[config.mk]
export PLATFORM = sky130hd
export DESIGN_NAME = neighbor_position_table
export DESIGN_NICKNAME = d
export VERILOG_FILES = /design/src/rtl/nbp_pkg.sv /design/src/rtl/neighbor_position_table.sv
export SDC_FILE = /design/constraint.sdc
export NUM_CORES = 1
export LEC_CHECK = 0
export ABC_AREA = 1
export BUFFER_PORTS_ARGS = -buffer_cell sky130_fd_sc_hd__buf_2
export CAP_MARGIN = 20
export CORE_MARGIN = 2
export CORE_UTILIZATION = 56
export DETAILED_ROUTE_END_ITERATION = 7
export GPL_TIMING_DRIVEN = 0
export HOLD_SLACK_MARGIN = 0.02
export PLACE_DENSITY = 0.76
export SLEW_MARGIN = 40
export SYNTH_ARGS = -nofsm -noshare
export SYNTH_HDL_FRONTEND = slang
export SYNTH_SLANG_ARGS = --single-unit
[constraint.sdc]
create_clock -name clk -period 6.4 [get_ports clk]
set_clock_uncertainty 0.1 [all_clocks]
set_input_delay 0.96 -clock clk [delete_from_list [all_inputs] [get_ports clk]]
set_output_delay 0.96 -clock clk [all_outputs]
set_load 0.02 [all_outputs]
[src/rtl/nbp_pkg.sv]
`timescale 1ns / 1ps
`default_nettype none
// ----------------------------------------------------------------------------
// nbp_pkg
// Shared types and constants of the neighbor position table.
// ----------------------------------------------------------------------------
package nbp_pkg;

  localparam int SLOTS_DEF = 16;

  localparam int ID_W   = 8;
  localparam int POS_W  = 32;
  localparam int SLOT_W = 4;

  localparam logic [POS_W-1:0] NONE_FOUND = 32'hffff_ffff;

  typedef enum logic [1:0] {
    OP_REG   = 2'd0,
    OP_UNREG = 2'd1,
    OP_QUERY = 2'd2,
    OP_NONE  = 2'd3
  } op_t;

  typedef enum logic [2:0] {
    S_IDLE = 3'b001,
    S_SCAN = 3'b010,
    S_FIN  = 3'b100
  } state_t;

endpackage : nbp_pkg
`default_nettype wire

[src/rtl/neighbor_position_table.sv]
`timescale 1ns / 1ps
`default_nettype none
// ----------------------------------------------------------------------------
// neighbor_position_table
// Slot table of neighbor vehicle IDs and track positions with register,
// unregister and front-distance query requests.
// ----------------------------------------------------------------------------
// A request is taken when start is high and busy is low. While it runs, the
// ID and position memories are read one slot per cycle by a single compare
// and subtract unit; an unregister clears valid flags during the scan, and a
// register request writes the table and its valid flag in the final
// cycle. The result is on status, slot and distance for the single cycle in
// which done is high; the receiver cannot stall it, so capture it then. A new
// request may be issued in that same cycle. No clearing pass is needed after
// reset: a valid flag per slot marks it occupied.
// ----------------------------------------------------------------------------
module neighbor_position_table
  import nbp_pkg::*;
#(
  parameter int SLOTS = SLOTS_DEF
) (
  input  wire logic              clk,
  input  wire logic              rst,
  input  wire logic              start,
  input  wire logic [1:0]        op,
  input  wire logic [ID_W-1:0]   car_id,
  input  wire logic [POS_W-1:0]  position,
  input  wire logic [POS_W-1:0]  own_pos,
  input  wire logic              at_boarding,
  output logic                   busy,
  output logic                   done,
  output logic                   status,
  output logic [SLOT_W-1:0]      slot,
  output logic [POS_W-1:0]       distance
);

  localparam int IDX_W = (SLOTS > 1) ? $clog2(SLOTS) : 1;
  localparam int CNT_W = $clog2(SLOTS + 1);
  localparam logic [CNT_W-1:0] SLOTS_C = CNT_W'(SLOTS);

  state_t state;

  logic [ID_W-1:0]  id_mem  [SLOTS];
  logic [POS_W-1:0] pos_mem [SLOTS];
  logic [SLOTS-1:0] valid;

  logic [1:0]       op_q;
  logic [ID_W-1:0]  car_q;
  logic [POS_W-1:0] pos_q;
  logic [POS_W-1:0] own_q;
  logic             brd_q;

  logic [CNT_W-1:0] rd_cnt;
  logic [IDX_W-1:0] rd_addr;
  logic             ev_vld;
  logic [IDX_W-1:0] ev_idx;
  logic [ID_W-1:0]  id_rd;
  logic [POS_W-1:0] pos_rd;

  logic             found_match;
  logic [IDX_W-1:0] match_idx;
  logic             found_empty;
  logic [IDX_W-1:0] empty_idx;
  logic [POS_W-1:0] best;
  logic [POS_W-1:0] min_pos;

  logic [ID_W-1:0]  eff_id;
  logic             id_hit;
  logic             slot_empty;
  logic             borrow;
  logic [POS_W-1:0] diff;
  logic             ahead;
  logic             accept;
  logic             scan_end;
  logic             wr_pos;
  logic             wr_new;
  logic [IDX_W-1:0] wr_idx;
  logic [IDX_W+SLOT_W-1:0] slot_ext;

  assign accept   = start && !busy;
  assign busy     = (state != S_IDLE);
  assign rd_addr  = rd_cnt[IDX_W-1:0];
  assign scan_end = (rd_cnt == SLOTS_C) && !ev_vld;

  assign eff_id     = valid[ev_idx] ? id_rd : '0;
  assign id_hit     = (eff_id == car_q);
  assign slot_empty = !valid[ev_idx];
  assign {borrow, diff} = {1'b0, pos_rd} - {1'b0, own_q};
  assign ahead      = valid[ev_idx] && !borrow && (diff != '0);

  assign wr_pos   = (state == S_FIN) && (op_q == OP_REG) && (found_match || found_empty);
  assign wr_new   = (state == S_FIN) && (op_q == OP_REG) && !found_match && found_empty;
  assign wr_idx   = found_match ? match_idx : empty_idx;
  assign slot_ext = {{SLOT_W{1'b0}}, wr_idx};

  // memories
  always_ff @(posedge clk) begin
    id_rd  <= id_mem[rd_addr];
    pos_rd <= pos_mem[rd_addr];
    if (wr_pos) begin
      pos_mem[wr_idx] <= pos_q;
    end
    if (wr_new) begin
      id_mem[wr_idx] <= car_q;
    end
  end

  // sequencer
  always_ff @(posedge clk) begin
    if (rst) begin
      state  <= S_IDLE;
      valid  <= '0;
      done   <= 1'b0;
      rd_cnt <= '0;
      ev_vld <= 1'b0;
    end else begin
      done <= 1'b0;
      unique case (state)
        S_IDLE: begin
          if (accept) begin
            state  <= S_SCAN;
            rd_cnt <= '0;
            ev_vld <= 1'b0;
          end
        end
        S_SCAN: begin
          ev_vld <= (rd_cnt < SLOTS_C);
          if (rd_cnt < SLOTS_C) begin
            rd_cnt <= rd_cnt + 1'b1;
          end
          if (ev_vld && (op_q == OP_UNREG) && id_hit) begin
            valid[ev_idx] <= 1'b0;
          end
          if (scan_end) begin
            state <= S_FIN;
          end
        end
        S_FIN: begin
          if (wr_new) begin
            valid[wr_idx] <= 1'b1;
          end
          done  <= 1'b1;
          state <= S_IDLE;
        end
        default: state <= S_IDLE;
      endcase
    end
  end

  // request fields, scan trackers and result
  always_ff @(posedge clk) begin
    ev_idx <= rd_addr;
    if (accept) begin
      op_q        <= op;
      car_q       <= car_id;
      pos_q       <= position;
      own_q       <= own_pos;
      brd_q       <= at_boarding;
      found_match <= 1'b0;
      found_empty <= 1'b0;
      match_idx   <= '0;
      empty_idx   <= '0;
      best        <= NONE_FOUND;
      min_pos     <= NONE_FOUND;
    end else if ((state == S_SCAN) && ev_vld) begin
      if (id_hit && !found_match) begin
        found_match <= 1'b1;
        match_idx   <= ev_idx;
      end
      if (slot_empty && !found_empty) begin
        found_empty <= 1'b1;
        empty_idx   <= ev_idx;
      end
      if (ahead && (diff < best)) begin
        best <= diff;
      end
      if (valid[ev_idx] && (pos_rd < min_pos)) begin
        min_pos <= pos_rd;
      end
    end
    if (state == S_FIN) begin
      status   <= 1'b0;
      slot     <= '0;
      distance <= '0;
      case (op_q)
        OP_REG: begin
          if (found_match || found_empty) begin
            slot <= slot_ext[SLOT_W-1:0];
          end else begin
            status <= 1'b1;
          end
        end
        OP_QUERY: begin
          distance <= (brd_q && (best == NONE_FOUND)) ? min_pos : best;
        end
        default: begin
        end
      endcase
    end
  end

  a_done_pulse : assert property (@(posedge clk) disable iff (rst)
    done |=> !done)
    else $error("done held longer than one cycle");

  a_accept_busy : assert property (@(posedge clk) disable iff (rst)
    (start && !busy) |=> busy)
    else $error("request accepted without going busy");

  a_done_after_busy : assert property (@(posedge clk) disable iff (rst)
    done |-> $past(busy))
    else $error("result without a request in progress");

  a_full_fields : assert property (@(posedge clk) disable iff (rst)
    (done && status) |-> ((slot == '0) && (distance == '0)))
    else $error("full result carries slot or distance");

endmodule : neighbor_position_table
`default_nettype wire

==> impl_metrics.ini, run 1 <==
[status]
status = complete, but fails checks
violations = DRC

[floorplan]
die_x_um = 264
dieArea_mm2 = 0.0697
coreArea_mm2 = 0.0670
rows = 95
start_util_pct = 56.5
io_pins = 117
fp.dieH_um = 264

[hold_path]
hp-class = reg -> reg
holdPathEnd = ev_idx[1]$_DFF_P_
min_path_cells = 0
worstHoldStart = rd_cnt[1]$_SDFFE_PP0P_

[global_routing]
grt_pass1_vias = 27232
grt_max_degree = 41
track_usage_pct = 29.5
antenna_found_initial = 2
grt-ovfl-total = 0
grt_pass1_wl_um = 155000

[final_layout]
synthToLayoutAreaGrowth_pct = 15.2
final_area_mm2 = 0.0436
final_nets = 3878
fin_cells = 4655
drive_above_1_share_pct = 9.79
final_util_pct = 65.0
n_fill_cell = 4997

[yosys]
synth-seq-area-share_pct = 67.3
synthArstFlopShare_pct = 0
synth_edf_count = 752
synth_cells = 3458
synth_warnings = 0
syn_area_mm2 = 0.0379
ys_ff_latch = 896
synth_nets = 3632
avgSynthCellArea_um2 = 10.9
ys_types = 44
synth_flop_cell = edfxtp_1

[routing]
wl_per_cell_um = 22.4
via_per_inst = 6.00
drtAntennaViolNets = 0
wirelength_um = 104000
drcViolationCount = 11
drt_first_pass_iters = 8
drt_iter0_drc = 3752
vias = 27952

[place]
gp_congestion = 0.986
dp.cells = 4484
placed_cell_area_mm2 = 0.0405
numPortBuffers = 115
hpwl_um = 74000

[timing]
relSlewSlack_pct = 41.7
fmax_mhz = 183
setup_viol = 0
finalMaxSlewViolations = 0
rsz0062_at_grt = no
hold_viol = 0
tns_ns = 0
period_minus_slack_ns = 5.47
worstMarginPinSlew_ns = 0.875
finalCritPeriodShare_pct = 85.5
hold_ws_ns = 0.322

[power]
p_sw_mw = 5.19
peakVddDrop_uv = 271
clockPowerShare_pct = 32.9
switching_share_pct = 31.5
p_int_mw = 11.3
cellPowerDensity_mw_per_mm2 = 378
seqPwrFrac_pct = 47.4
leakage_nw = 16.9
combPwrFrac_pct = 19.7

[setup_path]
reg2regPathDepth = 14
reg2reg_from = rd_cnt[1]$_SDFFE_PP0P_
path_max_fanout = 14
r2r-end = best[31]$_SDFFE_PP1P_
reg2reg_slack_ns = 0.93
cp.required_ns = 6.77
worstSetupPathType = reg -> reg
critPathArrivalTime_ns = 5.84
cp-start-kind = flip-flop
cp-end-kind = flip-flop

[clocking]
cts_hold_buf = 0
numCtsBuffers = 91
cts-root-buf = clkbuf_16
clock_sinks = 896
h-tree-depth = 3
cts_tree = yes
postCtsResizedCells = 0
clk_pin_slew_ns = 0.06
cts_setup_buffers = 0
clock_latency_ns = 0.66
clock_path_buffers = 3

[job]
drv_cap = 0
[per-layer routing]
metal | up-vias | GRT usage [%] | wire [um]
met4 | 0 | 14.6 | 4920
met2 | 1687 | 48.0 | 48900
li1 | 12677 | - | -
met1 | 13255 | 38.0 | 39900
met3 | 333 | 5.85 | 10400
met5 | - | 0 | 0
[cells in the final DEF (no fill, tap or decap), types with 6 or more instances in the layout]
master,count
a21oi_1,84
a22oi_1,10
buf_1,6
buf_16,19
buf_2,116
buf_6,7
buf_8,18
bufinv_16,9
clkbuf_1,161
clkbuf_16,92
clkbuf_8,11
clkinv_1,16
clkinv_2,16
dfxtp_1,144
edfxtp_1,752
ha_1,95
inv_1,292
inv_2,6
nand2_1,524
nand3_1,185
nand3b_1,6
nand4_1,67
nor2_1,444
nor2_2,16
nor2_4,20
nor3_1,28
o211ai_1,37
o21ai_0,362
o22ai_1,160
xor2_1,8
[how the worst max path moves through the flow]
stage	from	to	slack [ns]	cells after the start
2_1_floorplan	rd_cnt[0]$_SDFFE_PP0P_	best[31]$_SDFFE_PP1P_	0.29	13
3_3_place_gp	rd_cnt[0]$_SDFFE_PP0P_	min_pos[6]$_SDFFE_PP1P_	-3.90	13
3_5_place_dp	rd_cnt[0]$_SDFFE_PP0P_	best[31]$_SDFFE_PP1P_	1.14	14
4_1_cts	rd_cnt[0]$_SDFFE_PP0P_	best[31]$_SDFFE_PP1P_	1.09	14
5_1_grt	rd_cnt[1]$_SDFFE_PP0P_	best[31]$_SDFFE_PP1P_	0.89	14
6_report	rd_cnt[1]$_SDFFE_PP0P_	best[31]$_SDFFE_PP1P_	0.93	14
[worst max-delay path, cell delays in order, from the launching register on]
cell and delay, ns:
dfxtp_1 0.40, clkbuf_1 0.65, clkinv_1 0.76, clkbuf_1 0.49, clkbuf_1 0.43, ha_1 0.33, nand3_1 0.09, o21ai_0 0.11
o21ai_0 0.21, nor2_4 0.08, buf_8 0.18, inv_1 0.09, clkbuf_1 0.63, clkbuf_1 0.54, nand3_1 0.15
[power groups by stage]
stage / sequential [mW] / combinational, mW / clock (mW)
floorplan: 7.64 / 2.09 / 0
global placement: 7.76 / 2.71 / 0
detailed placement: 7.90 / 3.18 / 0
CTS: 7.78 / 3.19 / 5.45
global route: 7.85 / 3.60 / 5.67
finish: 7.81 / 3.24 / 5.42
[logic make-up (layout without fill, tap and decap cells)]
family	Yosys count	after routing	synth area share [%]
AO/OA/AOI/OAI	678	678	9.95
adder cells (fa/ha/maj)	96	96	3.19
other	0	1	0
XOR/XNOR	12	12	0.278
buffers and inverters	463	786	4.74
flip-flops	896	896	67.3
AND/OR/NAND/NOR	1313	1313	14.6
[cell type report]
type	count	area [um^2]	share of cell area (%)
Clock buffer	120	2520	5.78
Sequential cell	896	25500	58.4
Clock inverter	50	566	1.30
Tap cell	873	1090	2.51
Antenna cell	1	2.50	0.00574
Buffer	162	672	1.54
Inverter	301	1130	2.59
Timing Repair Buffer	153	1390	3.19
Multi-Input combinational cell	2099	10800	24.7
[cell usage after synthesis (8+ instances only)]
| master | n | area (um^2) |
|---|---|---|
| a21oi_1 | 84 | 420 |
| nand3_1 | 185 | 926 |
| nand4_1 | 67 | 419 |
| inv_1 | 292 | 1100 |
| nand2_1 | 524 | 1970 |
| nor3_1 | 29 | 145 |
| dfxtp_1 | 144 | 2880 |
| ha_1 | 95 | 1190 |
| nor2_1 | 474 | 1780 |
| o211ai_1 | 37 | 278 |
| edfxtp_1 | 752 | 22600 |
| xor2_1 | 8 | 70.1 |
| a22oi_1 | 10 | 75.1 |
| o22ai_1 | 160 | 1000 |
| o21ai_0 | 362 | 1810 |
| clkbuf_1 | 147 | 552 |
[through the flow]
step,power [mW],setup slack [ns]
after CTS,16.4,1.09
after global routing,17.1,0.894
after global placement,10.5,-3.90
after floorplan,9.72,0.288
final,16.5,0.930
after detailed placement,11.1,1.14
[state kept, by name, summed over array words and instances (netlist names), 5 cells and up]
register and flops:
own_q 32, pos_rd 32, valid 16, distance 32
pos_mem 512, id_rd 8, id_mem 128, rd_cnt 5
pos_q 32, car_q 8, min_pos 32, best 32
Power figures use the tool's default switching activity.
==> run 2: changes to the inputs <==
- BUFFER_PORTS_ARGS: -buffer_cell sky130_fd_sc_hd__buf_2 -> unset
- CORE_UTILIZATION: 56 -> 57
- DONT_BUFFER_PORTS: unset -> 1
- PLACE_DENSITY: 0.76 -> 0.75
==> run 2 against run 1 <==
The run now ends clean. Design area decreased by 1.8%. Setup slack improved by 0.18 ns. Die area down 1.7%. Sequential power hardly changed. Fmax rose by 3.4%. Clock-buffer cell count shrank 3. Non-clock buffer count fell by 116.
==> impl_metrics.ini, run 2 (same netlist as run 1, synthesis figures left out) <==
[status]
status = completed

[global_routing]
antenna_found_initial = 4
grt-ovfl-total = 0
global_route.usage.met2_pct = 47.4
track_usage_pct = 29.3
grt_pass1_wl_um = 150000
use_met1_pct = 38.4
grt_busiest_layer = met2
grt_use_met3_pct = 5.93
grt_pass1_vias = 25992
grt_max_degree = 38

[routing]
vias = 27144
drcViolationCount = 0
wirelength_um = 101000
drtAntennaViolNets = 0
via_per_inst = 6.00
wl_per_cell_um = 22.4
drt_first_pass_iters = 7
drt_iter0_drc = 3634

[final_layout]
n_fill_cell = 4835
final_area_mm2 = 0.0428
layout.area.seq_mm2 = 0.0255
multi_input_area_mm2 = 0.0107
drive_above_1_share_pct = 6.39
mostFrequentLayoutCell = edfxtp_1
final_cell_mix = edfxtp_1, nand2_1, nor2_1, o21ai_0, inv_1
reg_top3 = pos_mem (512), id_mem (128)
final_nets = 3762
synthToLayoutAreaGrowth_pct = 13.0
top_register = pos_mem
largest_reg_flops = 512

[timing]
finalCritPeriodShare_pct = 82.7
hold_viol = 0
relSlewSlack_pct = 40.7
fmax_mhz = 189
worstMarginPinSlew_ns = 0.886
period_minus_slack_ns = 5.29
finalMaxSlewViolations = 0
setup_viol = 0
rsz0062_at_grt = no

[power]
leakage_nw = 16.4
cellPowerDensity_mw_per_mm2 = 380
peakVddDrop_uv = 289
p_total_mw = 16.2

[place]
numPortBuffers = 0
placed_cell_area_mm2 = 0.0398
hpwl_um = 72400
gp_congestion = 0.967

[clocking]
clock_path_buffers = 3
h-tree-depth = 3
clk_pin_slew_ns = 0.07
postCtsResizedCells = 0
cts_tree = yes
clock_sinks = 896
cts_hold_buf = 0
numCtsBuffers = 91
cts_setup_buffers = 0
clock_latency_ns = 0.68
cts-root-buf = clkbuf_16

[setup_path]
reg2regPathDepth = 13
r2r-end = min_pos[31]$_SDFFE_PP1P_
crit_path_frequent_cell = clkbuf_1
cp-end-kind = flip-flop
critPathArrivalTime_ns = 5.77
cp_cell_sequence = clkbuf_2, clkinv_1, clkbuf_1, clkbuf_1, ha_1, nand3_1, o21ai_0, o21ai_0, nor2_4, inv_1, clkbuf_1, clkbuf_1, nand3_1
cp-start-kind = flip-flop
startpoint = rd_cnt[0]$_SDFFE_PP0P_
worst-path-stages = 13
worstSetupPathType = reg -> reg
path_delay_family = buffers and inverters
cp.required_ns = 6.88
cp-endpoint = min_pos[31]$_SDFFE_PP1P_
path_buf_inv = 7
cp_slowest_cell = dfxtp_1
reg2reg_slack_ns = 1.11
critPathMaxStageDelay_ns = 0.58
path_max_fanout = 10
reg2reg_from = rd_cnt[0]$_SDFFE_PP0P_

[floorplan]
fp.dieH_um = 262
dieArea_mm2 = 0.0685
rows = 94
coreArea_mm2 = 0.0657
die_x_um = 262
start_util_pct = 57.6
io_pins = 117

[hold_path]
hp-class = in -> reg

[job]
drv_cap = 0
run 2: cell count changes in the layout (fill, tap and decap cells not counted), moves of 4 or more:
cell / before / now
buf_2: 116 / 1
clkinvlp_4: 4 / 0
clkbuf_1: 161 / 167
clkinv_1: 16 / 21
clkbuf_8: 11 / 0
buf_16: 19 / 15
run 2: layout make-up:
type	instances	area share, %
Inverter	301	2.64
Clock buffer	117	5.60
Buffer	162	1.58
Antenna cell	3	0.0175
Timing Repair Buffer	37	1.75
Sequential cell	896	59.5
Tap cell	864	2.53
Multi-Input combinational cell	2099	25.1
Clock inverter	48	1.27
run 2: power breakdown:
group	switching [mW]	internal, mW	total, mW
logic	2.32	0.875	3.19
registers	0.616	7.19	7.80
clock network	2.26	2.99	5.25
run 2: through the flow:
| stage | hold slack, ns | instances | worst slack, ns | setup TNS, ns | utilization, % |
|---|---|---|---|---|---|
| 6_report | 0.281 | 4527 | 1.11 | 0 | 65.1 |
| 5_1_grt | 0.257 | 4524 | 1.12 | 0 | 65.1 |
| 4_1_cts | 0.255 | 4524 | 1.28 | 0 | 65.1 |
| 3_5_place_dp | 0.287 | 4359 | 1.41 | 0 | 60.6 |
| 3_3_place_gp | 0.280 | 4322 | -4.31 | -602.42 | 59.2 |
| 2_1_floorplan | 0.253 | 3458 | 0.288 | 0 | - |
run 2: worst register-to-register path: stages (launching register included):
cell and delay [ns]:
dfxtp_1 0.58, clkbuf_2 0.45, clkinv_1 0.31, clkbuf_1 0.53
clkbuf_1 0.49, ha_1 0.25, nand3_1 0.07, o21ai_0 0.48
o21ai_0 0.32, nor2_4 0.52, inv_1 0.15, clkbuf_1 0.40
clkbuf_1 0.38, nand3_1 0.17
run 2: layer usage:
layer / wire length [um] / vias up
li1: - / 12457
met1: 39100 / 12812
met2: 47600 / 1578
met3: 10000 / 293
met4: 4550 / 4
met5: 27 / -
run 2: worst min-delay path by stage:
| stage | from | end | slack, ns | depth (start not counted) |
|---|---|---|---|---|
| after floorplan | rd_cnt[1]$_SDFFE_PP0P_ | ev_idx[1]$_DFF_P_ | 0.25 | 0 |
| after global placement | rd_cnt[1]$_SDFFE_PP0P_ | ev_idx[1]$_DFF_P_ | 0.28 | 0 |
| after detailed placement | rd_cnt[1]$_SDFFE_PP0P_ | ev_idx[1]$_DFF_P_ | 0.29 | 0 |
| after CTS | position[30] | pos_q[30]$_DFFE_PP_ | 0.26 | 0 |
| after global routing | position[31] | pos_q[31]$_DFFE_PP_ | 0.26 | 0 |
| final | position[31] | pos_q[31]$_DFFE_PP_ | 0.28 | 0 |
